**src/hdl/ccp_pkg.sv**
```systemverilog
// types, constants and command/status records shared by the circle canvas painter
// no dependencies
`timescale 1ns / 1ps

package ccp_pkg;

   // fixed field widths
   localparam int FUNC_W    = 2;
   localparam int CENTER_W  = 20;
   localparam int RADIUS_W  = 19;
   localparam int COLOR_W   = 8;
   localparam int PIXPOS_W  = 8;
   localparam int DIMREG_W  = 9;
   localparam int CSR_ADDR_W = 4;
   localparam int CSR_DATA_W = 32;

   // parameter defaults
   localparam int MAX_DIM_DEF   = 256;
   localparam int FRAC_BITS_DEF = 8;

   // register reset values
   localparam logic [DIMREG_W-1:0] WIDTH_RST  = 9'd256;
   localparam logic [DIMREG_W-1:0] HEIGHT_RST = 9'd256;
   localparam logic [COLOR_W-1:0]  BG_RST     = 8'd32;

   typedef enum logic [FUNC_W-1:0] {
      FUNC_CLEAR = 2'd0,
      FUNC_DRAW  = 2'd1,
      FUNC_READ  = 2'd2
   } func_type;

   typedef enum logic [1:0] {
      REG_WIDTH  = 2'd0,
      REG_HEIGHT = 2'd1,
      REG_BG     = 2'd2
   } reg_idx_type;

   typedef struct packed {
      logic load;
      logic setup;
      logic walk;
      logic mem_rd;
      logic rsp_load;
   } cmd_type;

   typedef struct packed {
      func_type func;
      logic     r_zero;
      logic     dims_zero;
      logic     rd_in_range;
      logic     walk_last;
      logic     pipe_busy;
   } sts_type;

endpackage

```
**src/hdl/ccp_ctrl.sv**
```systemverilog
// controller state machine: sequences clear, draw and read requests
// depends on ccp_pkg
`timescale 1ns / 1ps

module ccp_ctrl (
   input  logic             clock,
   input  logic             reset,
   input  logic             req_valid,
   output logic             req_ready,
   output logic             rsp_valid,
   input  logic             rsp_ready,
   input  ccp_pkg::sts_type sts,
   output ccp_pkg::cmd_type cmd
);
   typedef enum logic [6:0] {
      ST_IDLE   = 7'b0000001,
      ST_DECODE = 7'b0000010,
      ST_SETUP  = 7'b0000100,
      ST_WALK   = 7'b0001000,
      ST_DRAIN  = 7'b0010000,
      ST_READ   = 7'b0100000,
      ST_DONE   = 7'b1000000
   } state_type;

   state_type state_ff, state_in;
   logic      rsp_valid_ff, rsp_valid_in;

   assign req_ready = (state_ff == ST_IDLE);
   assign rsp_valid = rsp_valid_ff;

   always_comb begin
      state_in = state_ff;
      cmd      = '0;
      case (state_ff)
         ST_IDLE: begin
            if (req_valid) begin
               cmd.load = 1'b1;
               state_in = ST_DECODE;
            end
         end
         ST_DECODE: begin
            case (sts.func)
               ccp_pkg::FUNC_CLEAR: begin
                  state_in = sts.dims_zero ? ST_DONE : ST_WALK;
               end
               ccp_pkg::FUNC_DRAW: begin
                  state_in = (sts.r_zero || sts.dims_zero) ? ST_DONE : ST_SETUP;
               end
               ccp_pkg::FUNC_READ: begin
                  state_in = sts.rd_in_range ? ST_READ : ST_DONE;
               end
               default: begin
                  state_in = ST_DONE;
               end
            endcase
         end
         ST_SETUP: begin
            cmd.setup = 1'b1;
            state_in  = ST_WALK;
         end
         ST_WALK: begin
            cmd.walk = 1'b1;
            if (sts.walk_last) state_in = ST_DRAIN;
         end
         ST_DRAIN: begin
            if (!sts.pipe_busy) state_in = ST_DONE;
         end
         ST_READ: begin
            cmd.mem_rd = 1'b1;
            state_in   = ST_DONE;
         end
         ST_DONE: begin
            if (!rsp_valid_ff || rsp_ready) begin
               cmd.rsp_load = 1'b1;
               state_in     = ST_IDLE;
            end
         end
         default: begin
            state_in = ST_IDLE;
         end
      endcase
   end

   always_comb begin
      rsp_valid_in = rsp_valid_ff;
      if (cmd.rsp_load) rsp_valid_in = 1'b1;
      else if (rsp_ready) rsp_valid_in = 1'b0;
   end

   always_ff @(posedge clock) begin
      if (reset) begin
         state_ff     <= ST_IDLE;
         rsp_valid_ff <= 1'b0;
      end else begin
         state_ff     <= state_in;
         rsp_valid_ff <= rsp_valid_in;
      end
   end

endmodule

```
**config.mk**
```make
export PLATFORM = sky130hd
export DESIGN_NAME = ccp_ctrl
export DESIGN_NICKNAME = d
export VERILOG_FILES = /design/src/hdl/ccp_pkg.sv /design/src/hdl/ccp_ctrl.sv
export SDC_FILE = /design/constraint.sdc
export NUM_CORES = 1
export LEC_CHECK = 0
export BUFFER_PORTS_ARGS = -buffer_cell sky130_fd_sc_hd__buf_2
export CAP_MARGIN = 20
export CORE_AREA = 5 5 42 44
export CTS_BUF_LIST = sky130_fd_sc_hd__clkbuf_16
export CTS_CLUSTER_SIZE = 28
export DETAILED_ROUTE_END_ITERATION = 8
export DIE_AREA = 0 0 47 49
export SLEW_MARGIN = 20
export SYNTH_ARGS = -nofsm -noshare
export SYNTH_HDL_FRONTEND = slang
export SYNTH_SLANG_ARGS = --single-unit
```
**constraint.sdc**
```tcl
create_clock -name clock -period 2.45 [get_ports clock]
set_input_delay 0.1225 -clock clock [delete_from_list [all_inputs] [get_ports clock]]
set_output_delay 0.1225 -clock clock [all_outputs]
set_load 0.01 [all_outputs]
```
==> results of run 1 <==
worst max-delay path: stages (launching register included):
cell and delay [ns]:
dfxtp_1 0.35, or4_4 0.57, or4b_4 0.56, or4_1 0.42
a21oi_1 0.14
state kept, by name, indices dropped and copies added (netlist names):
register / count
state_ff: 7
rsp_valid: 1
metrics by stage:
step | hold WS [ns] | util (%) | std cells
after floorplan | 0.289 | - | 65
after global placement | 0.391 | 42.7 | 94
after detailed placement | 0.399 | 42.7 | 94
after CTS | 0.162 | 48.0 | 97
after global routing | 0.183 | 48.0 | 97
final | 0.166 | 48.0 | 97
metal layers:
metal	up-vias	global-route usage (%)	share of wire, %	wire length (um)
met5	-	0	0	0
met4	0	12.0	3.8	52
met3	6	2.21	3.3	45
met2	13	21.9	54	736
met1	235	15.2	39	531
li1	278	-	-	-
how the worst min path moves through the flow:
| stage | start | to | depth (start not counted) |
|---|---|---|---|
| floorplan | sts[2] | state_ff[5] | 2 |
| global placement | sts[4] | state_ff[2] | 3 |
| detailed placement | sts[4] | state_ff[2] | 3 |
| CTS | sts[4] | state_ff[2] | 3 |
| global route | sts[4] | state_ff[2] | 3 |
| finish | reset | state_ff[6] | 2 |
final cells by class:
| type | instances | share of cell area [%] |
|---|---|---|
| Sequential cell | 8 | 23.8 |
| Tap cell | 16 | 2.97 |
| Multi-Input combinational cell | 51 | 48.3 |
| Inverter | 2 | 1.12 |
| Timing Repair Buffer | 17 | 12.6 |
| Clock buffer | 3 | 11.2 |
power by group:
| part | internal, mW | leakage [nW] | switching, mW |
|---|---|---|---|
| Combinational | 0.0275 | 0.185 | 0.0329 |
| Sequential | 0.136 | 0.0649 | 0.00820 |
| Clock | 0.210 | 0.0370 | 0.0584 |
synthesized netlist by cell type (2+ instances only):
master / count / area, um2
nand2_1: 3 / 11.3
inv_1: 2 / 7.51
or4_1: 2 / 15.0
nor4_1: 3 / 18.8
o21ai_0: 2 / 10.0
nor3b_1: 2 / 15.0
nor2b_1: 4 / 25.0
nor2_1: 4 / 15.0
nor3_1: 4 / 20.0
clkbuf_1: 2 / 7.51
xor2_1: 2 / 17.5
a21oi_1: 5 / 25.0
nand4_1: 4 / 25.0
nand2b_1: 4 / 25.0
dfxtp_1: 8 / 160
logic make-up after synthesis:
family	after synthesis	synth area share, %
buf+inv	6	5.14
flops	8	31.3
compound gates	13	16.4
simple gates	36	43.8
xor+xnor	2	3.42
==> run metrics, run 1 <==
Layout Nets 94; die boundary height 49 um; number of diodes 0; power density over the cells 702 mW/mm2; worst slack after detailed placement 0.362 ns; initial detailed-routing violation count 2; footprint of the multi-input gates 325 um2; smallest setup slack after layout 0.342 ns; max_cap viols 0; area of the placeable core 0.00140 mm2; nets in the synthesized netlist 76; Mean Syn Cell Area 7.87 um2; Cell Area, Placed 598 um2; Worst-path clk slew 0.04 ns; later-pin clock latency in the skew report 0.23 ns; arrival time of data at the critical path endpoint 2.27 ns; filler instances 149; crit start category flip-flop; clock root buffer master clkbuf_16; number of cells on the worst reg-to-reg path 4; synthesized cell area 512 um2; Via-to-Cell Ratio 5.48; number of global-route vias before repair 558; global route overflow 0; post-cts sizing count 0; post-synthesis cell count 65; std cell rows 14; yosys synthesis warning count 0; most common cell after layout, fill and taps aside buf_2; die boundary width 47 um; synthesis-to-layout area growth 31.5%; Pleak 0.287 nW; Reg2Reg Setup Slack 0.34 ns; Req. time, crit path 2.61 ns; Reg-to-Reg End state_ff[3]; Max Root-Sink Buffers 2; maximum fanout count along the critical path 7; clock buffers created by TritonCTS 3; share of flip-flops with an asynchronous set or reset 0%; number of buffers added on ports 17; transition time at the pin with the least slew margin 0.696 ns; Wirelength per Cell 14.1 um; most frequent cells in the layout 17 x buf_2, 8 x dfxtp_1, 5 x a21oi_1; number of clock sinks 8; final instance area 673 um2; timing-limited maximum frequency 474 MHz; total negative setup slack 0 ns; Boundary Pins 18; total number of vias 532; worst setup path endpoint state_ff[3]; global-route wire length before repair 2330 um; reg2reg start state_ff[2]; level count of the clock H-tree 1; class of the tightest hold or removal check primary input to flip-flop; clock tree from TritonCTS yes; count of antenna-violating nets left after detailed routing 0; largest net degree at the start of global routing 12; maximum resistive drop on vdd 0.427 mV; number of enable-type register cells in the synthesized netlist 0; critical path type flip-flop to flip-flop; global routing usage summed across all routing layers 14.0%; post-synthesis sequential area ratio 31.3%; Initial DRT Pass Iterations 4; fin crit share 86.0%; Initial Utilization 36.5%; number of flip-flops and latches in the synthesized netlist 8; post-layout total power 472 uW; Slew HR 53.2%; DRC violations left 0; Die Outline Area 0.00230 mm2; final WL 1370 um; Final Critical Period 2.11 ns; share of final-layout standard cells stronger than drive strength 1 28.4%; unrepaired setup endpoints after global routing no; number of max-slew violations in the final report 0; register area 160 um2; kind of end point of the critical path flip-flop; Worst Skew 0.000545 ns; antenna violations before repair 0; commonest register cell after synthesis dfxtp_1; count of buffers added by post-CTS timing repair for setup 0; number of buffers inserted for hold repair after clock tree synthesis 0; outcome completed; count of final setup violators 0; Routability Congestion 0.708; library cells used by synthesis 29; Worst Setup SP state_ff[2]; placed wire-length estimate 1020 um; number of failing hold endpoints at the final stage 0
No activity file was read; power rests on OpenSTA's default activity.
==> inputs of run 2 (changes only) <==
Settings changed: ABC_AREA set to 1, CORE_AREA 5 5 42 44 to not set, CORE_MARGIN set to 5, CORE_UTILIZATION set to 40, DIE_AREA 0 0 47 49 to not set.
==> run metrics, run 2 <==
number of cells on the worst reg-to-reg path 8 (+4); leading cell type by number of instances after synthesis nand2_1; met3 track utilization from global routing 3.68% (+1.5 points); level count of the clock H-tree 1 (unchanged); Cell Area, Placed 698 um2 (+17%); Util after Layout 52.6% (+4.5 points); clock root buffer master clkbuf_16; fraction of met1 tracks used by global routing 16.1% (+0.94 points); global-route wire length before repair 2570 um (+10%); die boundary height 48.8 um (-0.51%); largest area contributor in the synthesized netlist dfxtp_1; Initial DRT Pass Iterations 4 (unchanged); placed wire-length estimate 1130 um (+11%); clock tree from TritonCTS yes; unrepaired setup endpoints after global routing no; clock buffers created by TritonCTS 3 (unchanged); timing-limited maximum frequency 716 MHz (+51%); total negative setup slack 0 ns (unchanged); total number of vias 609 (+14%); power density over the cells 757 mW/mm2 (+7.9%); count of final setup violators 0 (unchanged); Hold WS 0.123 ns (-0.0436 ns); nets in the synthesized netlist 102 (+34%); most common cell after layout, fill and taps aside buf_2; DRC violations left 0 (unchanged); top post-synthesis cells by count 16 x nand2_1, 13 x nor2_1, 11 x inv_1; cell types with the largest area share after synthesis dfxtp_1 27%, nand2_1 10%, nand3_2 8.3%; std cell rows 14 (unchanged); post-cts sizing count 0 (unchanged); Req. time, crit path 2.33 ns (-0.28 ns); number of diodes 0 (unchanged); antenna violations before repair 0 (unchanged); share of final-layout standard cells stronger than drive strength 1 41.8% (+13 points); fin crit share 57.0% (-29 points); flip-flop count of the largest register, all copies and words added 7 (unchanged); Worst-path clk slew 0.04 ns (about the same); Final Critical Period 1.40 ns (-0.711 ns); final WL 1370 um (about the same); count of buffers added by post-CTS timing repair for setup 0 (unchanged); Layout Nets 123 (+31%); post-synthesis sequential area ratio 26.7% (-4.6 points); number of max-slew violations in the final report 0 (unchanged); later-pin clock latency in the skew report 0.23 ns (about the same); final instance area 773 um2 (+15%); yosys synthesis warning count 0 (unchanged); GRT Max-Usage Layer met2; synthesized cell area 601 um2 (+17%); transition time at the pin with the least slew margin 0.296 ns (-0.400 ns); Boundary Pins 18 (unchanged); most frequent cells in the layout 17 x buf_2, 16 x nand2_1, 13 x nor2_1; Min-Delay Path Depth 2 (unchanged); library cells used by synthesis 17 (-41%); post-synthesis cell count 91 (+40%); number of buffers added on ports 17 (unchanged); Routability Congestion 0.806 (+14%); Worst Skew 0.000880 ns (+0.000335 ns); Max Root-Sink Buffers 2 (unchanged); arrival time of data at the critical path endpoint 1.27 ns (-1.00 ns); share of flip-flops with an asynchronous set or reset 0% (unchanged); Slew HR 80.1% (+27 points); critical path type flip-flop to primary output; crit start category flip-flop; count of antenna-violating nets left after detailed routing 0 (unchanged); die boundary width 48.8 um (+3.7%); max_cap viols 0 (unchanged); largest register by flop count state_ff; global routing usage summed across all routing layers 13.5% (-0.43 points); Die Outline Area 0.00238 mm2 (+3.2%); kind of end point of the critical path primary output; number of global-route vias before repair 611 (+9.5%); post-layout total power 586 uW (+24%); Via-to-Cell Ratio 4.83 (-12%); number of enable-type register cells in the synthesized netlist 0 (unchanged); maximum resistive drop on vdd 0.434 mV (+1.5%); largest net degree at the start of global routing 7 (-5); maximum fanout count along the critical path 4 (-3); synthesis-to-layout area growth 28.8%; M2 GR Usage 22.0% (about the same); Mean Syn Cell Area 6.60 um2 (-16%); class of the tightest hold or removal check primary input to flip-flop; Initial Utilization 40.8% (+4.3 points); Pleak 0.383 nW (+33%); initial detailed-routing violation count 3 (+1); number of clock sinks 8 (unchanged); number of flip-flops and latches in the synthesized netlist 8 (unchanged); commonest register cell after synthesis dfxtp_1; outcome completed; area of the placeable core 0.00147 mm2 (+5.0%); number of buffers inserted for hold repair after clock tree synthesis 0 (unchanged); global route overflow 0 (unchanged); number of failing hold endpoints at the final stage 0 (unchanged); Wirelength per Cell 10.8 um (-23%); share of Yosys cell area claimed by the top area cell type 26.7% (-4.6 points)
==> run 2: cell count changes in the layout (fill, tap and decap cells not counted), moves of 4 or more <==
cell	before	now
nand2_1	3	16
inv_1	2	11
nor2_1	4	13
nor2_2	0	7
nand3_1	1	7
inv_2	0	5
nand3_2	0	5
nand2b_1	4	0
nand4_1	4	0
nor2b_1	4	0
==> run 2: worst max-delay path, stage by stage (launching register included) <==
cell     delay (ns)
dfxtp_1        0.34
nor2_2         0.20
nand2_4        0.09
nor4_2         0.22
buf_2          0.19
==> run 2: area by class of cell <==
cell class | count | area, um2
fill | 150 | 698
sequential | 8 | 160
timing repair buffer | 17 | 85.1
tap | 16 | 20.0
multi-input combinational | 66 | 373
clock buffer | 3 | 75.1
inverter | 16 | 60.1
==> run 2: logic make-up (layout without fill, tap and decap cells) <==
logic type,after synthesis,after routing,share of synthesized area [%]
simple gates,62,62,58.8
flops,8,8,26.7
buf+inv,17,36,11.3
compound gates,4,4,3.33
==> run 2: report_power, final <==
group	leakage, nW	switching [mW]	internal [mW]
Combinational	0.281	0.100	0.0600
Sequential	0.0650	0.0137	0.143
Clock	0.0370	0.0591	0.210
Total	0.383	0.173	0.413
==> run 2: path summary, 6_finish.rpt <==
| path | slack (ns) | to | startpoint |
|---|---|---|---|
| min | 0.12 | state_ff[4] | reset |
| max reg2reg | 1.23 | state_ff[0] | state_ff[0] |
| max | 1.05 | cmd[0] | state_ff[0] |
| min reg2reg | 0.64 | state_ff[5] | state_ff[1] |
==> run 2: metal layers <==
layer | share of wire [%] | vias to the layer above
met1 | 44 | 271
met3 | 7.4 | 2
li1 | - | 319
met2 | 47 | 17
met5 | 0 | -
met4 | 1.7 | 0
==> run 2: metrics by stage <==
step / setup slack [ns] / instances
after floorplan: 1.30 / 91
after global placement: 1.23 / 123
after detailed placement: 1.23 / 123
after CTS: 1.06 / 126
after global routing: 0.991 / 126
final: 1.05 / 126
==> inputs of run 3 (changes only) <==
Clock period 2.45 ns to 1.46 ns, I/O delays scaled along.
==> run metrics, run 3 (same netlist as run 2, synthesis figures left out) <==
largest register by flop count state_ff; Die Outline Area 0.00238 mm2 (unchanged); number of buffers inserted for hold repair after clock tree synthesis 0 (unchanged); die boundary width 48.8 um (unchanged); Max Root-Sink Buffers 2 (unchanged); Via-to-Cell Ratio 4.91 (+1.5%); number of max-slew violations in the final report 0 (unchanged); Worst Skew 0.000716 ns (-0.000164 ns); GRT Max-Usage Layer met2; maximum fanout count along the critical path 4 (unchanged); fraction of met1 tracks used by global routing 14.3% (-1.9 points); count of buffers added by post-CTS timing repair for setup 0 (unchanged); initial detailed-routing violation count 10 (+7); later-pin clock latency in the skew report 0.23 ns (about the same); Final Critical Period 1.32 ns; global route overflow 0 (unchanged); global routing usage summed across all routing layers 12.6% (-0.88 points); unrepaired setup endpoints after global routing no; clock root buffer master clkbuf_16; cells along the critical path nor2_4 > nand3_1 > nor2_2 > buf_4 > buf_2; total number of vias 623 (+2.3%); most frequent cells in the layout 17 x buf_2, 16 x nand2_1, 13 x nor2_1; number of diodes 0 (unchanged); critical path type flip-flop to primary output; post-cts sizing count 0 (unchanged); crit start category flip-flop; Wirelength per Cell 10.4 um (-3.7%); global-route wire length before repair 2390 um (-7.0%); kind of end point of the critical path primary output; total negative setup slack 0 ns (unchanged); Util after Layout 53.1% (+0.51 points); arrival time of data at the critical path endpoint 1.25 ns (-0.02 ns); Req. time, crit path 1.39 ns (-0.94 ns); number of clock sinks 8 (unchanged); flip-flop count of the largest register, all copies and words added 7 (unchanged); internal power component 708 uW (+72%); number of buffers added on ports 17 (unchanged); M2 GR Usage 20.0% (-2.0 points); Boundary Pins 18 (unchanged); number of failing hold endpoints at the final stage 0 (unchanged); synthesis-to-layout area growth 30.0%; Sw Pwr 299 uW (+73%); relative contribution of the clock network to total power 44.9% (-1.0 points); timing-limited maximum frequency 755 MHz; fin crit share 90.8%; Pleak 0.387 nW (+1.2%); power density over the cells 1290 mW/mm2 (+70%); met3 track utilization from global routing 4.29% (+0.61 points); post-layout total power 1.01 mW (+72%); number of global-route vias before repair 591 (-3.3%); relative contribution of sequential cells to total power 26.1% (-0.6 points); area of the placeable core 0.00147 mm2 (unchanged); top cell family by delay on the critical path simple AND/OR/NAND/NOR gates; std cell rows 14 (unchanged); clock buffers created by TritonCTS 3 (unchanged); clock tree from TritonCTS yes; Initial DRT Pass Iterations 4 (unchanged); count of final setup violators 0 (unchanged); count of antenna-violating nets left after detailed routing 0 (unchanged); Slew HR 82.9% (+2.8 points); max_cap viols 0 (unchanged); Layout Nets 124 (+0.81%); Slowest-stage cell, CP dfxtp_1; slowest stage delay, CP 0.35 ns (about the same); final WL 1330 um (-2.9%); Worst-path clk slew 0.03 ns (about the same); DRC violations left 0 (unchanged); outcome completed; Sw Share 29.7% (+0.10 points); transition time at the pin with the least slew margin 0.255 ns (-0.0410 ns); level count of the clock H-tree 1 (unchanged); most common cell after layout, fill and taps aside buf_2; share of final-layout standard cells stronger than drive strength 1 42.3% (+0.52 points); class of the tightest hold or removal check primary input to flip-flop; die boundary height 48.8 um (unchanged); Routability Congestion 0.814 (+0.99%); share of total power in combinational logic 29.0% (+1.6 points); Initial Utilization 40.8% (unchanged); antenna violations before repair 0 (unchanged); placed wire-length estimate 1140 um (+0.99%); maximum resistive drop on vdd 0.648 mV (+49%); worst path bufs/invs 2 (+1); largest net degree at the start of global routing 7 (unchanged)
run 3: changes by cell type in the layout (fill, tap and decap cells not counted), sizes merged:
cell | previous run | this run
buf | 17 | 18
run 3: layer usage:
metal | vias up | wire length (um)
met1 | 277 | 586
met3 | 5 | 99
met2 | 18 | 604
met5 | - | 0
li1 | 323 | -
met4 | 0 | 36
run 3: worst reg2reg max path, stage by stage, from the launching register on:
cell and delay (ns):
dfxtp_1 0.34, nor2_2 0.20, nand2_4 0.09, nor2_2 0.12, nand2_2 0.08, nand2_2 0.09, o21ai_0 0.09, nand2_1 0.07
nand2_1 0.04
run 3: final timing paths:
path              slack (ns)         from  depth (start not counted)     endpoint
setup reg to reg        0.24  state_ff[0]                          8  state_ff[0]
hold reg to reg         0.61    rsp_valid                          4  state_ff[6]
hold / removal          0.07        reset                          2  state_ff[4]
setup / recovery        0.14  state_ff[2]                          5    req_ready
run 3: final cells by class:
type | instances | area, um2
well taps | 16 | 20.0
repair buffers | 18 | 92.6
multi-input cells | 66 | 373
flip-flops and latches | 8 | 160
clock buffers | 3 | 75.1
fillers | 157 | 691
inverters | 16 | 60.1
run 3: power groups by stage:
stage | clock (mW) | sequential, mW | combinational (mW)
CTS | 0.463 | 0.262 | 0.298
finish | 0.452 | 0.262 | 0.292
global placement | 0 | 0.267 | 0.288
floorplan | 0 | 0.262 | 0.202
global route | 0.479 | 0.266 | 0.327
detailed placement | 0 | 0.266 | 0.292
run 3: per-stage QoR:
step | instance area, um2 | hold WS, ns | worst slack (ns) | std cells
after floorplan | 601 | 0.142 | 0.307 | 91
after global placement | 706 | 0.316 | 0.250 | 124
after detailed placement | 706 | 0.319 | 0.244 | 124
after CTS | 781 | 0.0787 | 0.130 | 127
after global routing | 781 | 0.0901 | 0.0352 | 127
final | 781 | 0.0728 | 0.135 | 127
