**config.mk**
```make
export PLATFORM = sky130hd
export DESIGN_NAME = ccp_csr
export DESIGN_NICKNAME = d
export VERILOG_FILES = /design/src/hdl/ccp_pkg.sv /design/src/hdl/ccp_csr.sv
export SDC_FILE = /design/constraint.sdc
export NUM_CORES = 1
export LEC_CHECK = 0
export BUFFER_PORTS_ARGS = -buffer_cell sky130_fd_sc_hd__clkbuf_2
export CAP_MARGIN = 20
export CORE_UTILIZATION = 34
export CTS_BUF_LIST = sky130_fd_sc_hd__clkbuf_8 sky130_fd_sc_hd__clkbuf_16
export CTS_CLUSTER_SIZE = 24
export DETAILED_ROUTE_END_ITERATION = 10
export PLACE_DENSITY = 0.74
export SLEW_MARGIN = 20
export SYNTH_ARGS = -nofsm -noshare
export SYNTH_HDL_FRONTEND = slang
export SYNTH_SLANG_ARGS = --single-unit
```
**constraint.sdc**
```tcl
create_clock -name clock -period 1.7 [get_ports clock]
set_input_delay 0 -clock clock [delete_from_list [all_inputs] [get_ports clock]]
set_output_delay 0 -clock clock [all_outputs]
set_load 0.005 [all_outputs]
```
**src/hdl/ccp_pkg.sv**
```systemverilog
// types, constants and command/status records shared by the circle canvas painter
// no dependencies
`timescale 1ns / 1ps

package ccp_pkg;

   // fixed field widths
   localparam int FUNC_W    = 2;
   localparam int CENTER_W  = 20;
   localparam int RADIUS_W  = 19;
   localparam int COLOR_W   = 8;
   localparam int PIXPOS_W  = 8;
   localparam int DIMREG_W  = 9;
   localparam int CSR_ADDR_W = 4;
   localparam int CSR_DATA_W = 32;

   // parameter defaults
   localparam int MAX_DIM_DEF   = 256;
   localparam int FRAC_BITS_DEF = 8;

   // register reset values
   localparam logic [DIMREG_W-1:0] WIDTH_RST  = 9'd256;
   localparam logic [DIMREG_W-1:0] HEIGHT_RST = 9'd256;
   localparam logic [COLOR_W-1:0]  BG_RST     = 8'd32;

   typedef enum logic [FUNC_W-1:0] {
      FUNC_CLEAR = 2'd0,
      FUNC_DRAW  = 2'd1,
      FUNC_READ  = 2'd2
   } func_type;

   typedef enum logic [1:0] {
      REG_WIDTH  = 2'd0,
      REG_HEIGHT = 2'd1,
      REG_BG     = 2'd2
   } reg_idx_type;

   typedef struct packed {
      logic load;
      logic setup;
      logic walk;
      logic mem_rd;
      logic rsp_load;
   } cmd_type;

   typedef struct packed {
      func_type func;
      logic     r_zero;
      logic     dims_zero;
      logic     rd_in_range;
      logic     walk_last;
      logic     pipe_busy;
   } sts_type;

endpackage

```
**src/hdl/ccp_csr.sv**
```systemverilog
// apb register block: canvas width, canvas height, background byte
// depends on ccp_pkg
`timescale 1ns / 1ps

module ccp_csr #(
   parameter int MAX_DIM = ccp_pkg::MAX_DIM_DEF
) (
   input  logic                            clock,
   input  logic                            reset,
   input  logic                            psel,
   input  logic                            penable,
   input  logic                            pwrite,
   input  logic [ccp_pkg::CSR_ADDR_W-1:0]  paddr,
   input  logic [ccp_pkg::CSR_DATA_W-1:0]  pwdata,
   output logic [ccp_pkg::CSR_DATA_W-1:0]  prdata,
   output logic                            pready,
   output logic [$clog2(MAX_DIM+1)-1:0]    w_used,
   output logic [$clog2(MAX_DIM+1)-1:0]    h_used,
   output logic [ccp_pkg::COLOR_W-1:0]     background
);
   localparam int DIM_W = $clog2(MAX_DIM + 1);
   localparam int DR_W  = ccp_pkg::DIMREG_W;
   localparam int CW    = ccp_pkg::COLOR_W;
   localparam int DATA_W = ccp_pkg::CSR_DATA_W;

   logic [DR_W-1:0] width_ff, width_in;
   logic [DR_W-1:0] height_ff, height_in;
   logic [CW-1:0]   bg_ff, bg_in;
   logic            wr_en;
   ccp_pkg::reg_idx_type idx;

   assign pready = 1'b1;
   assign wr_en  = psel && penable && pwrite;
   assign idx    = ccp_pkg::reg_idx_type'(paddr[3:2]);

   always_comb begin
      width_in  = width_ff;
      height_in = height_ff;
      bg_in     = bg_ff;
      prdata    = '0;
      case (idx)
         ccp_pkg::REG_WIDTH: begin
            prdata = DATA_W'(width_ff);
            if (wr_en) width_in = pwdata[DR_W-1:0];
         end
         ccp_pkg::REG_HEIGHT: begin
            prdata = DATA_W'(height_ff);
            if (wr_en) height_in = pwdata[DR_W-1:0];
         end
         ccp_pkg::REG_BG: begin
            prdata = DATA_W'(bg_ff);
            if (wr_en) bg_in = pwdata[CW-1:0];
         end
         default: begin
            prdata = '0;
         end
      endcase
   end

   always_ff @(posedge clock) begin
      if (reset) begin
         width_ff  <= ccp_pkg::WIDTH_RST;
         height_ff <= ccp_pkg::HEIGHT_RST;
         bg_ff     <= ccp_pkg::BG_RST;
      end else begin
         width_ff  <= width_in;
         height_ff <= height_in;
         bg_ff     <= bg_in;
      end
   end

   // dimensions above the canvas size clamp to it
   assign w_used = (32'(width_ff) > MAX_DIM) ? DIM_W'(MAX_DIM) : DIM_W'(width_ff);
   assign h_used = (32'(height_ff) > MAX_DIM) ? DIM_W'(MAX_DIM) : DIM_W'(height_ff);
   assign background = bg_ff;

endmodule

```
==> impl_metrics.prom, run 1 <==
# TYPE chip_impl_metric gauge
chip_impl_metric{name="count_of_nets_left_with_antenna_violations_after_detail_routing",unit=""} 0
chip_impl_metric{name="ctsResizeCount",unit=""} 0
chip_impl_metric{name="power_frac_seq",unit="%"} 54.5
chip_impl_metric{name="globalRouteMet3Util",unit="%"} 3.608
chip_impl_metric{name="post-place-ws",unit="ns"} 0.4453
chip_impl_metric{name="cts.htree.levels",unit=""} 1
chip_impl_metric{name="netlist_instances",unit=""} 176
chip_impl_metric{name="critical_path_required",unit="ns"} 1.70
chip_impl_info{name="worst_r2r_src",value="height_ff[8]"} 1
chip_impl_info{name="grt_setup_unrepaired",value="false"} 1
chip_impl_metric{name="gr-usage-met2",unit="%"} 22.54
chip_impl_metric{name="synth-warning-count",unit=""} 0
chip_impl_info{name="min_from",value="pwdata[8]"} 1
chip_impl_metric{name="switching_power",unit="W"} 0.0002671
chip_impl_metric{name="total_cts_buffers",unit=""} 3
chip_impl_metric{name="hold_buffers",unit=""} 0
chip_impl_metric{name="route.detailed.vias_per_inst",unit=""} 4.465
chip_impl_metric{name="gr-usage-met1",unit="%"} 19.01
chip_impl_metric{name="share_of_total_power_in_the_clock_network",unit="%"} 34.7
chip_impl_info{name="cts_tree",value="yes"} 1
chip_impl_metric{name="total_power",unit="W"} 0.001144
chip_impl_metric{name="setup_viol_count_final",unit=""} 0
chip_impl_metric{name="drt_iter0_drc",unit=""} 61
chip_impl_metric{name="ios",unit=""} 100
chip_impl_info{name="clock-root-buffer",value="clkbuf_8"} 1
chip_impl_info{name="globalRoute.busiestLayer",value="met2"} 1
chip_impl_metric{name="power.static_leakage",unit="nW"} 0.8851
chip_impl_metric{name="gp_congestion",unit=""} 0.7153
chip_impl_metric{name="worst_slack",unit="ns"} 0.4641
chip_impl_metric{name="globalRoute.totalOverflow",unit=""} 0
chip_impl_metric{name="number_of_antenna_violations_at_the_first_check_in_global_routing",unit=""} 0
chip_impl_metric{name="final-max-slew-violation-count",unit=""} 0
chip_impl_metric{name="clock_sink_count",unit=""} 26
chip_impl_info{name="worst_hold_path.endpoint",value="height_ff[8]"} 1
chip_impl_info{name="setup.worst_path.class",value="reg2out"} 1
chip_impl_metric{name="worst_reg2reg_path_depth",unit=""} 2
chip_impl_metric{name="cts.reportedPaths.clkPinSlew",unit="ns"} 0.08
chip_impl_metric{name="floorplan_die_height",unit="microns"} 69.85
chip_impl_metric{name="hold_viol_final",unit=""} 0
chip_impl_metric{name="worst_hold_slack_after_final_layout",unit="ns"} 0.01032
chip_impl_metric{name="detail_route.first_pass.iterations",unit=""} 4
chip_impl_metric{name="initial_utilization",unit="%"} 35.70
chip_impl_info{name="commonest_non_fill_non_tap_cell_in_the_layout",value="clkbuf_2"} 1
chip_impl_metric{name="track_usage",unit="%"} 14.19
chip_impl_metric{name="number_of_vias_in_the_routed_layout",unit=""} 1210
chip_impl_metric{name="fin_skew",unit="ns"} 0
chip_impl_metric{name="fin_tns_setup",unit="ns"} 0
chip_impl_metric{name="global_route_wire_length_before_repair",unit="microns"} 5464
chip_impl_metric{name="core_area",unit="sq um"} 4384
chip_impl_metric{name="numPortBuffers",unit=""} 50
chip_impl_metric{name="pin_count_of_the_biggest_net_entering_global_routing",unit=""} 37
chip_impl_metric{name="seq_area",unit="sq um"} 520.5
chip_impl_metric{name="grt_pass1_vias",unit=""} 1125
chip_impl_metric{name="r2r_setup_slack",unit="ns"} 0.79
chip_impl_metric{name="flow.area_growth_from_synthesis",unit="%"} 15.51
chip_impl_info{name="status",value="finished, final reports clean"} 1
chip_impl_info{name="regToRegEndpoint",value="height_ff[8]"} 1
chip_impl_metric{name="postSynthRegisterBits",unit=""} 26
chip_impl_metric{name="core.rowCount",unit=""} 24
chip_impl_metric{name="sequential_fraction_of_the_synthesis_area",unit="%"} 33.25
chip_impl_metric{name="power_switching_share",unit="%"} 23.34
chip_impl_metric{name="power_report.internal_total",unit="W"} 0.0008771
chip_impl_metric{name="worst-endpoint-arrival",unit="ns"} 1.24
chip_impl_metric{name="detail_route.wl_per_cell",unit="microns"} 12.59
chip_impl_info{name="final_cell_mix",value="clkbuf_2 (50), mux2i_1 (35), nand2b_1 (31)"} 1
chip_impl_metric{name="cts_max_path_buffers",unit=""} 2
chip_impl_metric{name="layout-drive-gt1-share",unit="%"} 27.85
chip_impl_metric{name="power_frac_comb",unit="%"} 10.7
chip_impl_info{name="hold_path.class",value="in2reg"} 1
chip_impl_metric{name="diodes",unit=""} 0
chip_impl_metric{name="post_cts.repair.setup_buffers",unit=""} 0
chip_impl_info{name="worstSetupStartpointType",value="flop"} 1
chip_impl_metric{name="drt_wl_total",unit="microns"} 3413
chip_impl_metric{name="power_per_cell_area",unit="nW/um^2"} 632.9
chip_impl_info{name="crit_path_end_kind",value="primary output"} 1
chip_impl_metric{name="worstSkewPairLatency",unit="ns"} 0.27
chip_impl_metric{name="layout_min_cycle_time",unit="ns"} 1.236
chip_impl_metric{name="max_freq",unit="MHz"} 809.1
chip_impl_metric{name="dieWidth",unit="microns"} 69.85
chip_impl_info{name="crit_chain",value="mux2i_1, nor2_1, clkbuf_2"} 1
chip_impl_metric{name="final_net_count",unit=""} 261
chip_impl_metric{name="final_core_utilization",unit="%"} 41.24
chip_impl_metric{name="cp_slowest_stage_delay",unit="ns"} 0.62
chip_impl_metric{name="final_min_period_over_clock_period",unit="%"} 72.70
chip_impl_metric{name="final.fill_count",unit=""} 453
chip_impl_metric{name="netlist_area",unit="sq um"} 1565
chip_impl_metric{name="netlist_cell_types",unit=""} 18
chip_impl_metric{name="multiInputGateArea",unit="sq um"} 887.1
chip_impl_metric{name="hold_path_depth",unit=""} 3
chip_impl_metric{name="hpwl",unit="microns"} 2490
chip_impl_metric{name="synth_area_per_inst",unit="sq um"} 8.893
chip_impl_metric{name="max_slew_margin",unit="%"} 61.08
chip_impl_info{name="slowest_stage",value="dfxtp_1"} 1
chip_impl_metric{name="max-vdd-ir-drop",unit="V"} 0.0002578
chip_impl_metric{name="die_area",unit="sq um"} 4879
chip_impl_metric{name="worst_slew_pin_slew",unit="ns"} 0.5838
chip_impl_metric{name="critPathMaxFanout",unit=""} 11
chip_impl_metric{name="drv.max_cap_violation_count",unit=""} 0
chip_impl_metric{name="drcViolationCount",unit=""} 0
-- metrics by stage --
step | cell area, sq um | instances
3_3_place_gp | 1753 | 267
3_5_place_dp | 1753 | 267
2_1_floorplan | 1648 | 198
4_1_cts | 1808 | 271
5_1_grt | 1808 | 271
6_report | 1808 | 271
-- Yosys cell counts --
| library cell | count | area (sq um) |
|---|---|---|
| nand3_2 | 1 | 10.01 |
| or3b_1 | 1 | 8.760 |
| nand2_1 | 8 | 30.03 |
| conb_1 | 2 | 7.510 |
| nor2b_1 | 17 | 106.4 |
| clkbuf_1 | 9 | 33.78 |
| buf_2 | 3 | 15.01 |
| buf_4 | 24 | 180.2 |
| nor3_2 | 1 | 10.01 |
| nor2_1 | 6 | 22.52 |
| nor3b_2 | 1 | 12.51 |
| or3_1 | 1 | 6.260 |
| nand2b_1 | 31 | 193.9 |
| nand4_1 | 1 | 6.260 |
| dfxtp_1 | 26 | 520.5 |
| buf_6 | 1 | 11.26 |
| mux2i_1 | 35 | 350.3 |
| o21ai_0 | 8 | 40.04 |
-- flip-flops by register name (all words and copies together), names as in the netlist --
name,cells
height_ff,9
width_ff,9
background,8
-- worst max-delay path: cells and delay by family (launching register included) --
kind                   cells  cell delay, ns
DFF                        1            0.62
muxes                      1            0.14
buffers and inverters      1            0.12
and+or+nand+nor            1            0.10
-- per-layer routing --
| metal | up-vias | share of wire [%] |
|---|---|---|
| met5 | - | 0 |
| met3 | 2 | 5.6 |
| met1 | 559 | 47 |
| met2 | 42 | 47 |
| met4 | 0 | 0.53 |
| li1 | 607 | - |
-- power groups by stage --
| stage | Sequential, W | Clock [W] | Combinational (W) |
|---|---|---|---|
| after CTS | 0.000624 | 0.000411 | 0.000124 |
| final | 0.000624 | 0.000397 | 0.000123 |
| after detailed placement | 0.000639 | 0 | 0.000124 |
| after floorplan | 0.000635 | 0 | 0.000120 |
| after global placement | 0.000638 | 0 | 0.000122 |
| after global routing | 0.000626 | 0.000432 | 0.000138 |
-- cells by family after synthesis --
family / after synthesis / share of synthesized area, %
other cells: 2 / 0.4798
compound gates: 8 / 2.558
simple gates: 68 / 25.98
mux: 35 / 22.38
buf+inv: 37 / 15.35
flops: 26 / 33.25
-- area by class of cell --
class                   count  area share (%)
clock buffers               4           3.045
multi-input cells         135           49.07
flip-flops and latches     26           28.79
well taps                  52           3.599
repair buffers             54           15.50
-- worst max-delay path by stage --
stage | endpoint | startpoint | depth (start not counted) | slack, ns
floorplan | height_ff[8] | pwrite | 4 | 0.84
global placement | height_ff[3] | paddr[3] | 3 | 0.47
detailed placement | height_ff[1] | paddr[3] | 3 | 0.45
CTS | prdata[8] | height_ff[8] | 3 | 0.43
global route | prdata[8] | width_ff[8] | 3 | 0.36
finish | prdata[8] | height_ff[8] | 3 | 0.46
Power figures use the tool's default switching activity.
==> run 2, diff against run 1 <==
--- a/config.mk
+++ b/config.mk
@@ -11,7 +11,7 @@
 export CTS_BUF_LIST = sky130_fd_sc_hd__clkbuf_8 sky130_fd_sc_hd__clkbuf_16
 export CTS_CLUSTER_SIZE = 24
 export DETAILED_ROUTE_END_ITERATION = 10
-export PLACE_DENSITY = 0.74
+export PLACE_DENSITY = 0.77
 export SLEW_MARGIN = 20
 export SYNTH_ARGS = -nofsm -noshare
 export SYNTH_HDL_FRONTEND = slang
==> constraint.sdc (replaced) <==
create_clock -name clock -period 1 [get_ports clock]
set_input_delay 0 -clock clock [delete_from_list [all_inputs] [get_ports clock]]
set_output_delay 0 -clock clock [all_outputs]
set_load 0.005 [all_outputs]
==> impl_metrics.prom, run 2 (same netlist as run 1, synthesis figures left out) <==
# TYPE chip_impl_metric gauge
chip_impl_metric{name="drv.max_cap_violation_count",unit=""} 0
chip_impl_metric{name="grt_pass1_vias",unit=""} 1229
chip_impl_info{name="setup.worst_path.class",value="reg2out"} 1
chip_impl_metric{name="worstSkewPairLatency",unit="ns"} 0.27
chip_impl_metric{name="diodes",unit=""} 0
chip_impl_info{name="final_cell_mix",value="mux2i_1 (35), nand2b_1 (31), clkbuf_2 (31)"} 1
chip_impl_info{name="worstSetupStartpointType",value="flop"} 1
chip_impl_metric{name="final.fill_count",unit=""} 402
chip_impl_metric{name="total_cts_buffers",unit=""} 3
chip_impl_metric{name="pin_count_of_the_biggest_net_entering_global_routing",unit=""} 29
chip_impl_metric{name="floorplan_die_height",unit="microns"} 69.85
chip_impl_metric{name="hpwl",unit="microns"} 2832
chip_impl_metric{name="layout.cell_area.non_filler",unit="sq um"} 2069
chip_impl_metric{name="route.detailed.vias_per_inst",unit=""} 4.512
chip_impl_info{name="timing.critical_path.max_delay_family",value="flip-flops"} 1
chip_impl_metric{name="core_area",unit="sq um"} 4384
chip_impl_info{name="crit_path_end_kind",value="primary output"} 1
chip_impl_metric{name="worst_slack",unit="ns"} -0.02183
chip_impl_info{name="worst_r2r_src",value="width_ff[8]"} 1
chip_impl_metric{name="drt_wl_total",unit="microns"} 3729
chip_impl_info{name="hold_path.class",value="in2reg"} 1
chip_impl_metric{name="dieWidth",unit="microns"} 69.85
chip_impl_metric{name="setup_viol_count_final",unit=""} 7
chip_impl_metric{name="ios",unit=""} 100
chip_impl_metric{name="detail_route.wl_per_cell",unit="microns"} 12.81
chip_impl_info{name="status",value="finished with violations"} 1
chip_impl_metric{name="cp_slowest_stage_delay",unit="ns"} 0.37
chip_impl_metric{name="place_inst",unit=""} 280
chip_impl_metric{name="worst_reg2reg_path_depth",unit=""} 3
chip_impl_info{name="grt_setup_unrepaired",value="true"} 1
chip_impl_info{name="cts_tree",value="yes"} 1
chip_impl_metric{name="power.static_leakage",unit="nW"} 1.017
chip_impl_metric{name="globalRoute.totalOverflow",unit=""} 0
chip_impl_metric{name="r2r_setup_slack",unit="ns"} 0.22
chip_impl_metric{name="critical_path_required",unit="ns"} 1.00
chip_impl_metric{name="global_route_wire_length_before_repair",unit="microns"} 5706
chip_impl_info{name="crit_chain",value="buf_6, nor2b_1, buf_2"} 1
chip_impl_info{name="critPathLaunch",value="width_ff[8]"} 1
chip_impl_metric{name="postPlaceCellArea",unit="sq um"} 1863
chip_impl_metric{name="number_of_antenna_violations_at_the_first_check_in_global_routing",unit=""} 0
chip_impl_info{name="slowest_stage",value="dfxtp_4"} 1
chip_impl_metric{name="drcViolationCount",unit=""} 0
chip_impl_metric{name="count_of_nets_left_with_antenna_violations_after_detail_routing",unit=""} 0
chip_impl_metric{name="hold_viol_final",unit=""} 1
chip_impl_metric{name="final_net_count",unit=""} 281
chip_impl_metric{name="final_min_period_over_clock_period",unit="%"} 102.2
chip_impl_metric{name="worst_hold_slack_after_final_layout",unit="ns"} -0.00009287
chip_impl_metric{name="worst-endpoint-arrival",unit="ns"} 1.02
chip_impl_metric{name="layout_min_cycle_time",unit="ns"} 1.022
chip_impl_metric{name="fin_skew",unit="ns"} 0
chip_impl_metric{name="initial_utilization",unit="%"} 35.70
chip_impl_info{name="failed_checks",value="hold timing, setup timing"} 1
chip_impl_metric{name="cts.htree.levels",unit=""} 1
chip_impl_metric{name="drt_iter0_drc",unit=""} 69
chip_impl_metric{name="power_per_cell_area",unit="nW/um^2"} 975.6
chip_impl_metric{name="critical_path_cell_count",unit=""} 3
chip_impl_info{name="critical_path.endpoint",value="w_used[2]"} 1
chip_impl_metric{name="fin_cells",unit=""} 291
chip_impl_metric{name="layout-drive-gt1-share",unit="%"} 43.51
chip_impl_info{name="clock-root-buffer",value="clkbuf_8"} 1
chip_impl_metric{name="final-max-slew-violation-count",unit=""} 0
chip_impl_metric{name="critPathMaxFanout",unit=""} 4
chip_impl_info{name="regToRegEndpoint",value="width_ff[8]"} 1
chip_impl_metric{name="die_area",unit="sq um"} 4879
chip_impl_metric{name="max-vdd-ir-drop",unit="V"} 0.0004062
chip_impl_metric{name="cp.buffers_inverters",unit=""} 2
chip_impl_metric{name="clock_sink_count",unit=""} 26
chip_impl_metric{name="gp_congestion",unit=""} 0.7615
chip_impl_metric{name="flow.area_growth_from_synthesis",unit="%"} 32.21
chip_impl_metric{name="track_usage",unit="%"} 14.87
chip_impl_metric{name="numPortBuffers",unit=""} 50
chip_impl_metric{name="detail_route.first_pass.iterations",unit=""} 4
chip_impl_metric{name="core.rowCount",unit=""} 24
chip_impl_info{name="commonest_non_fill_non_tap_cell_in_the_layout",value="mux2i_1"} 1
chip_impl_metric{name="cts.reportedPaths.clkPinSlew",unit="ns"} 0.09
chip_impl_metric{name="number_of_vias_in_the_routed_layout",unit=""} 1313
chip_impl_metric{name="cts_max_path_buffers",unit=""} 2
chip_impl_metric{name="max_freq",unit="MHz"} 978.6
chip_impl_metric{name="fin_tns_setup",unit="ns"} -0.1086
-- run 2: metrics by stage --
stage	total power [W]	hold WS [ns]	setup WS, ns	util, %
2_1_floorplan	0.001284	0.1673	0.1397	-
3_3_place_gp	0.001320	0.2744	-0.005428	42.49
3_5_place_dp	0.001325	0.2890	-0.04256	42.49
4_1_cts	0.002017	0.01492	-0.04291	45.35
5_1_grt	0.002083	0.01973	-0.06214	47.20
6_report	0.002019	-0.00009287	-0.02183	47.20
-- run 2: repair_timing --
action	4_1_cts	5_1_grt
hold endpoints to repair	4	0
buffers inserted	1	4
endpoints found under the setup margin	21	24
pin swaps	0	3
hold buffers	2	0
resized for setup	23	42
-- run 2: tightest hold or removal path: cells and delay by family --
family | cells | cell delay (ns)
multiplexers | 1 | 0.07
buffers and inverters | 1 | 0.08
AND/OR/NAND/NOR | 1 | 0.10
-- run 2: routing by layer --
metal | GRT usage (%) | vias up | part of all wire (%)
met5 | 0 | - | 0
met4 | 5.333 | 0 | 1.5
met3 | 2.453 | 5 | 4.1
met2 | 25.53 | 45 | 49
met1 | 18.71 | 614 | 46
li1 | - | 649 | -
-- run 2: worst min-delay path by stage --
stage                     to      start  depth (start not counted)
2_1_floorplan  background[5]  pwdata[5]                          2
3_3_place_gp   background[5]  pwdata[5]                          3
3_5_place_dp    height_ff[8]  pwdata[8]                          3
4_1_cts         height_ff[2]  pwdata[2]                          3
5_1_grt         height_ff[2]  pwdata[2]                          3
6_report        height_ff[2]  pwdata[2]                          3
-- run 2: power by group --
part           internal (W)  switching [W]
clock              0.000353       0.000350
sequential          0.00104      0.0000110
combinational      0.000127       0.000133
-- run 2: area by class of cell --
class / instances / area, sq um / share of cell area [%]
clock buffer: 4 / 55.05 / 2.660
timing repair buffer: 74 / 466.7 / 22.55
tap: 52 / 65.06 / 3.144
multi-input combinational: 135 / 934.6 / 45.16
sequential: 26 / 548.0 / 26.48
==> run 3, diff against run 2 <==
--- a/config.mk
+++ b/config.mk
@@ -11,6 +11,7 @@
 export CTS_BUF_LIST = sky130_fd_sc_hd__clkbuf_8 sky130_fd_sc_hd__clkbuf_16
 export CTS_CLUSTER_SIZE = 24
 export DETAILED_ROUTE_END_ITERATION = 10
+export GPL_TIMING_DRIVEN = 0
 export PLACE_DENSITY = 0.77
 export SLEW_MARGIN = 20
 export SYNTH_ARGS = -nofsm -noshare
==> constraint.sdc (replaced) <==
create_clock -name clock -period 1 [get_ports clock]
set_input_delay 0.15 -clock clock [delete_from_list [all_inputs] [get_ports clock]]
set_output_delay 0.15 -clock clock [all_outputs]
set_load 0.005 [all_outputs]
==> impl_metrics.prom, run 3 (same netlist as run 1, synthesis figures left out) <==
# TYPE chip_impl_metric gauge
chip_impl_metric{name="critical_path_required",unit="ns"} 0.85
chip_impl_metric{name="final_net_count",unit=""} 306
chip_impl_metric{name="die_area",unit="sq um"} 4879
chip_impl_info{name="worstSetupStartpointType",value="flop"} 1
chip_impl_metric{name="numPortBuffers",unit=""} 49
chip_impl_metric{name="power_report.internal_total",unit="W"} 0.001489
chip_impl_metric{name="hold_viol_final",unit=""} 0
chip_impl_metric{name="power_frac_seq",unit="%"} 53.8
chip_impl_metric{name="drt_iter0_drc",unit=""} 32
chip_impl_metric{name="pin_count_of_the_biggest_net_entering_global_routing",unit=""} 14
chip_impl_metric{name="number_of_vias_in_the_routed_layout",unit=""} 1361
chip_impl_metric{name="layout-drive-gt1-share",unit="%"} 48.29
chip_impl_metric{name="max_slew_margin",unit="%"} 66.14
chip_impl_metric{name="track_usage",unit="%"} 16.36
chip_impl_metric{name="power_switching_share",unit="%"} 24.43
chip_impl_metric{name="drv.max_cap_violation_count",unit=""} 0
chip_impl_metric{name="worst_slack",unit="ns"} -0.2513
chip_impl_metric{name="cts.htree.levels",unit=""} 1
chip_impl_metric{name="cts_max_path_buffers",unit=""} 2
chip_impl_metric{name="route.detailed.vias_per_inst",unit=""} 4.321
chip_impl_info{name="status",value="finished with violations"} 1
chip_impl_metric{name="fin_skew",unit="ns"} 0
chip_impl_metric{name="globalRoute.totalOverflow",unit=""} 0
chip_impl_metric{name="share_of_total_power_in_the_clock_network",unit="%"} 30.2
chip_impl_metric{name="switching_power",unit="W"} 0.0004815
chip_impl_metric{name="post-place-ws",unit="ns"} -0.3400
chip_impl_metric{name="initial_utilization",unit="%"} 35.70
chip_impl_metric{name="final_min_period_over_clock_period",unit="%"} 125.1
chip_impl_metric{name="drcViolationCount",unit=""} 0
chip_impl_metric{name="final_core_utilization",unit="%"} 51.46
chip_impl_metric{name="critPathMaxFanout",unit=""} 6
chip_impl_metric{name="grt_pass1_vias",unit=""} 1292
chip_impl_info{name="setup.worst_path.class",value="reg2out"} 1
chip_impl_metric{name="gp_congestion",unit=""} 0.7545
chip_impl_metric{name="ios",unit=""} 100
chip_impl_metric{name="final-max-slew-violation-count",unit=""} 0
chip_impl_info{name="clock-root-buffer",value="clkbuf_8"} 1
chip_impl_metric{name="flow.area_growth_from_synthesis",unit="%"} 44.12
chip_impl_info{name="worst_r2r_src",value="width_ff[8]"} 1
chip_impl_metric{name="max-vdd-ir-drop",unit="V"} 0.0004282
chip_impl_metric{name="setup_viol_count_final",unit=""} 25
chip_impl_metric{name="layout.cell_area.non_filler",unit="sq um"} 2256
chip_impl_metric{name="max_freq",unit="MHz"} 799.2
chip_impl_info{name="commonest_non_fill_non_tap_cell_in_the_layout",value="mux2i_1"} 1
chip_impl_metric{name="worstSkewPairLatency",unit="ns"} 0.26
chip_impl_metric{name="diodes",unit=""} 0
chip_impl_metric{name="detail_route.first_pass.iterations",unit=""} 4
chip_impl_info{name="min_from",value="pwdata[8]"} 1
chip_impl_info{name="failed_checks",value="setup timing"} 1
chip_impl_metric{name="count_of_nets_left_with_antenna_violations_after_detail_routing",unit=""} 0
chip_impl_info{name="crit_path_end_kind",value="primary output"} 1
chip_impl_metric{name="hold_path_depth",unit=""} 3
chip_impl_info{name="worst_hold_path.endpoint",value="height_ff[8]"} 1
chip_impl_info{name="regToRegEndpoint",value="width_ff[8]"} 1
chip_impl_metric{name="core_area",unit="sq um"} 4384
chip_impl_metric{name="layout_min_cycle_time",unit="ns"} 1.251
chip_impl_info{name="final_cell_mix",value="mux2i_1 (35), buf_4 (34), clkbuf_2 (33)"} 1
chip_impl_metric{name="core.rowCount",unit=""} 24
chip_impl_metric{name="postPlaceCellArea",unit="sq um"} 1958
chip_impl_metric{name="power_frac_comb",unit="%"} 16.1
chip_impl_metric{name="worst_slew_pin_slew",unit="ns"} 0.5073
chip_impl_info{name="grt_setup_unrepaired",value="true"} 1
chip_impl_metric{name="global_route_wire_length_before_repair",unit="microns"} 6258
chip_impl_metric{name="floorplan_die_height",unit="microns"} 69.85
chip_impl_metric{name="worst_reg2reg_path_depth",unit=""} 3
chip_impl_metric{name="dieWidth",unit="microns"} 69.85
chip_impl_metric{name="r2r_setup_slack",unit="ns"} 0.25
chip_impl_metric{name="number_of_antenna_violations_at_the_first_check_in_global_routing",unit=""} 0
chip_impl_metric{name="clock_sink_count",unit=""} 26
chip_impl_metric{name="total_cts_buffers",unit=""} 3
chip_impl_metric{name="cts.reportedPaths.clkPinSlew",unit="ns"} 0.09
chip_impl_metric{name="power.static_leakage",unit="nW"} 1.131
chip_impl_info{name="cts_tree",value="yes"} 1
chip_impl_metric{name="worst_hold_slack_after_final_layout",unit="ns"} 0.1480
chip_impl_metric{name="detail_route.wl_per_cell",unit="microns"} 12.63
chip_impl_metric{name="worst-endpoint-arrival",unit="ns"} 1.10
chip_impl_metric{name="drt_wl_total",unit="microns"} 3977
chip_impl_info{name="hold_path.class",value="in2reg"} 1
chip_impl_metric{name="power_per_cell_area",unit="nW/um^2"} 873.6
run 3: power by group through the flow:
stage / sequential, W / clock (W) / combinational [W]
floorplan: 0.00108 / 0 / 0.000204
global placement: 0.00108 / 0 / 0.000283
detailed placement: 0.00108 / 0 / 0.000285
CTS: 0.00106 / 0.000597 / 0.000305
global route: 0.00106 / 0.000643 / 0.000346
finish: 0.00106 / 0.000595 / 0.000317
run 3: timing repair:
item	CTS	global route
gates resized for setup	39	34
endpoints found under the setup margin	33	26
setup buffers	7	6
pin swaps	1	3
gates cloned	0	0
hold buffers	0	0
run 3: final cells by class:
type	instances	area, sq um
tap	52	65.06
fill	413	2128
sequential	26	544.3
timing repair buffer	62	371.6
buffer	37	272.8
clock buffer	3	41.29
multi-input combinational	135	960.9
run 3: worst max path at each step:
stage                       from             to  slack (ns)  depth (start not counted)
floorplan                 pwrite   height_ff[8]        0.01                          4
global placement          pwrite  background[1]       -0.30                          4
detailed placement        pwrite  background[1]       -0.34                          4
CTS                 height_ff[8]      h_used[3]       -0.27                          4
global route        height_ff[8]      prdata[8]       -0.33                          4
finish              height_ff[8]      h_used[1]       -0.25                          4
run 3: stage by stage:
stage               instances  setup TNS, ns  power (W)
finish                    315         -4.574   0.001971
global placement          299         -8.350   0.001364
CTS                       309         -4.700   0.001961
floorplan                 198              0   0.001284
global route              315         -5.799   0.002051
detailed placement        299         -9.143   0.001366
run 3: critical path, cell delays in order (launching register included):
cell,delay [ns]
dfxtp_2,0.34
buf_8,0.13
buf_4,0.13
nor2b_1,0.10
buf_2,0.12
run 3: metal layers:
| metal | track usage, % | up-vias | part of all wire [%] | wire, microns |
|---|---|---|---|---|
| met3 | 2.886 | 5 | 6.2 | 248 |
| met4 | 5.111 | 0 | 1.2 | 49 |
| met2 | 27.99 | 52 | 49 | 1964 |
| met1 | 20.84 | 605 | 43 | 1714 |
| met5 | 0 | - | 0 | 0 |
| li1 | - | 699 | - | - |
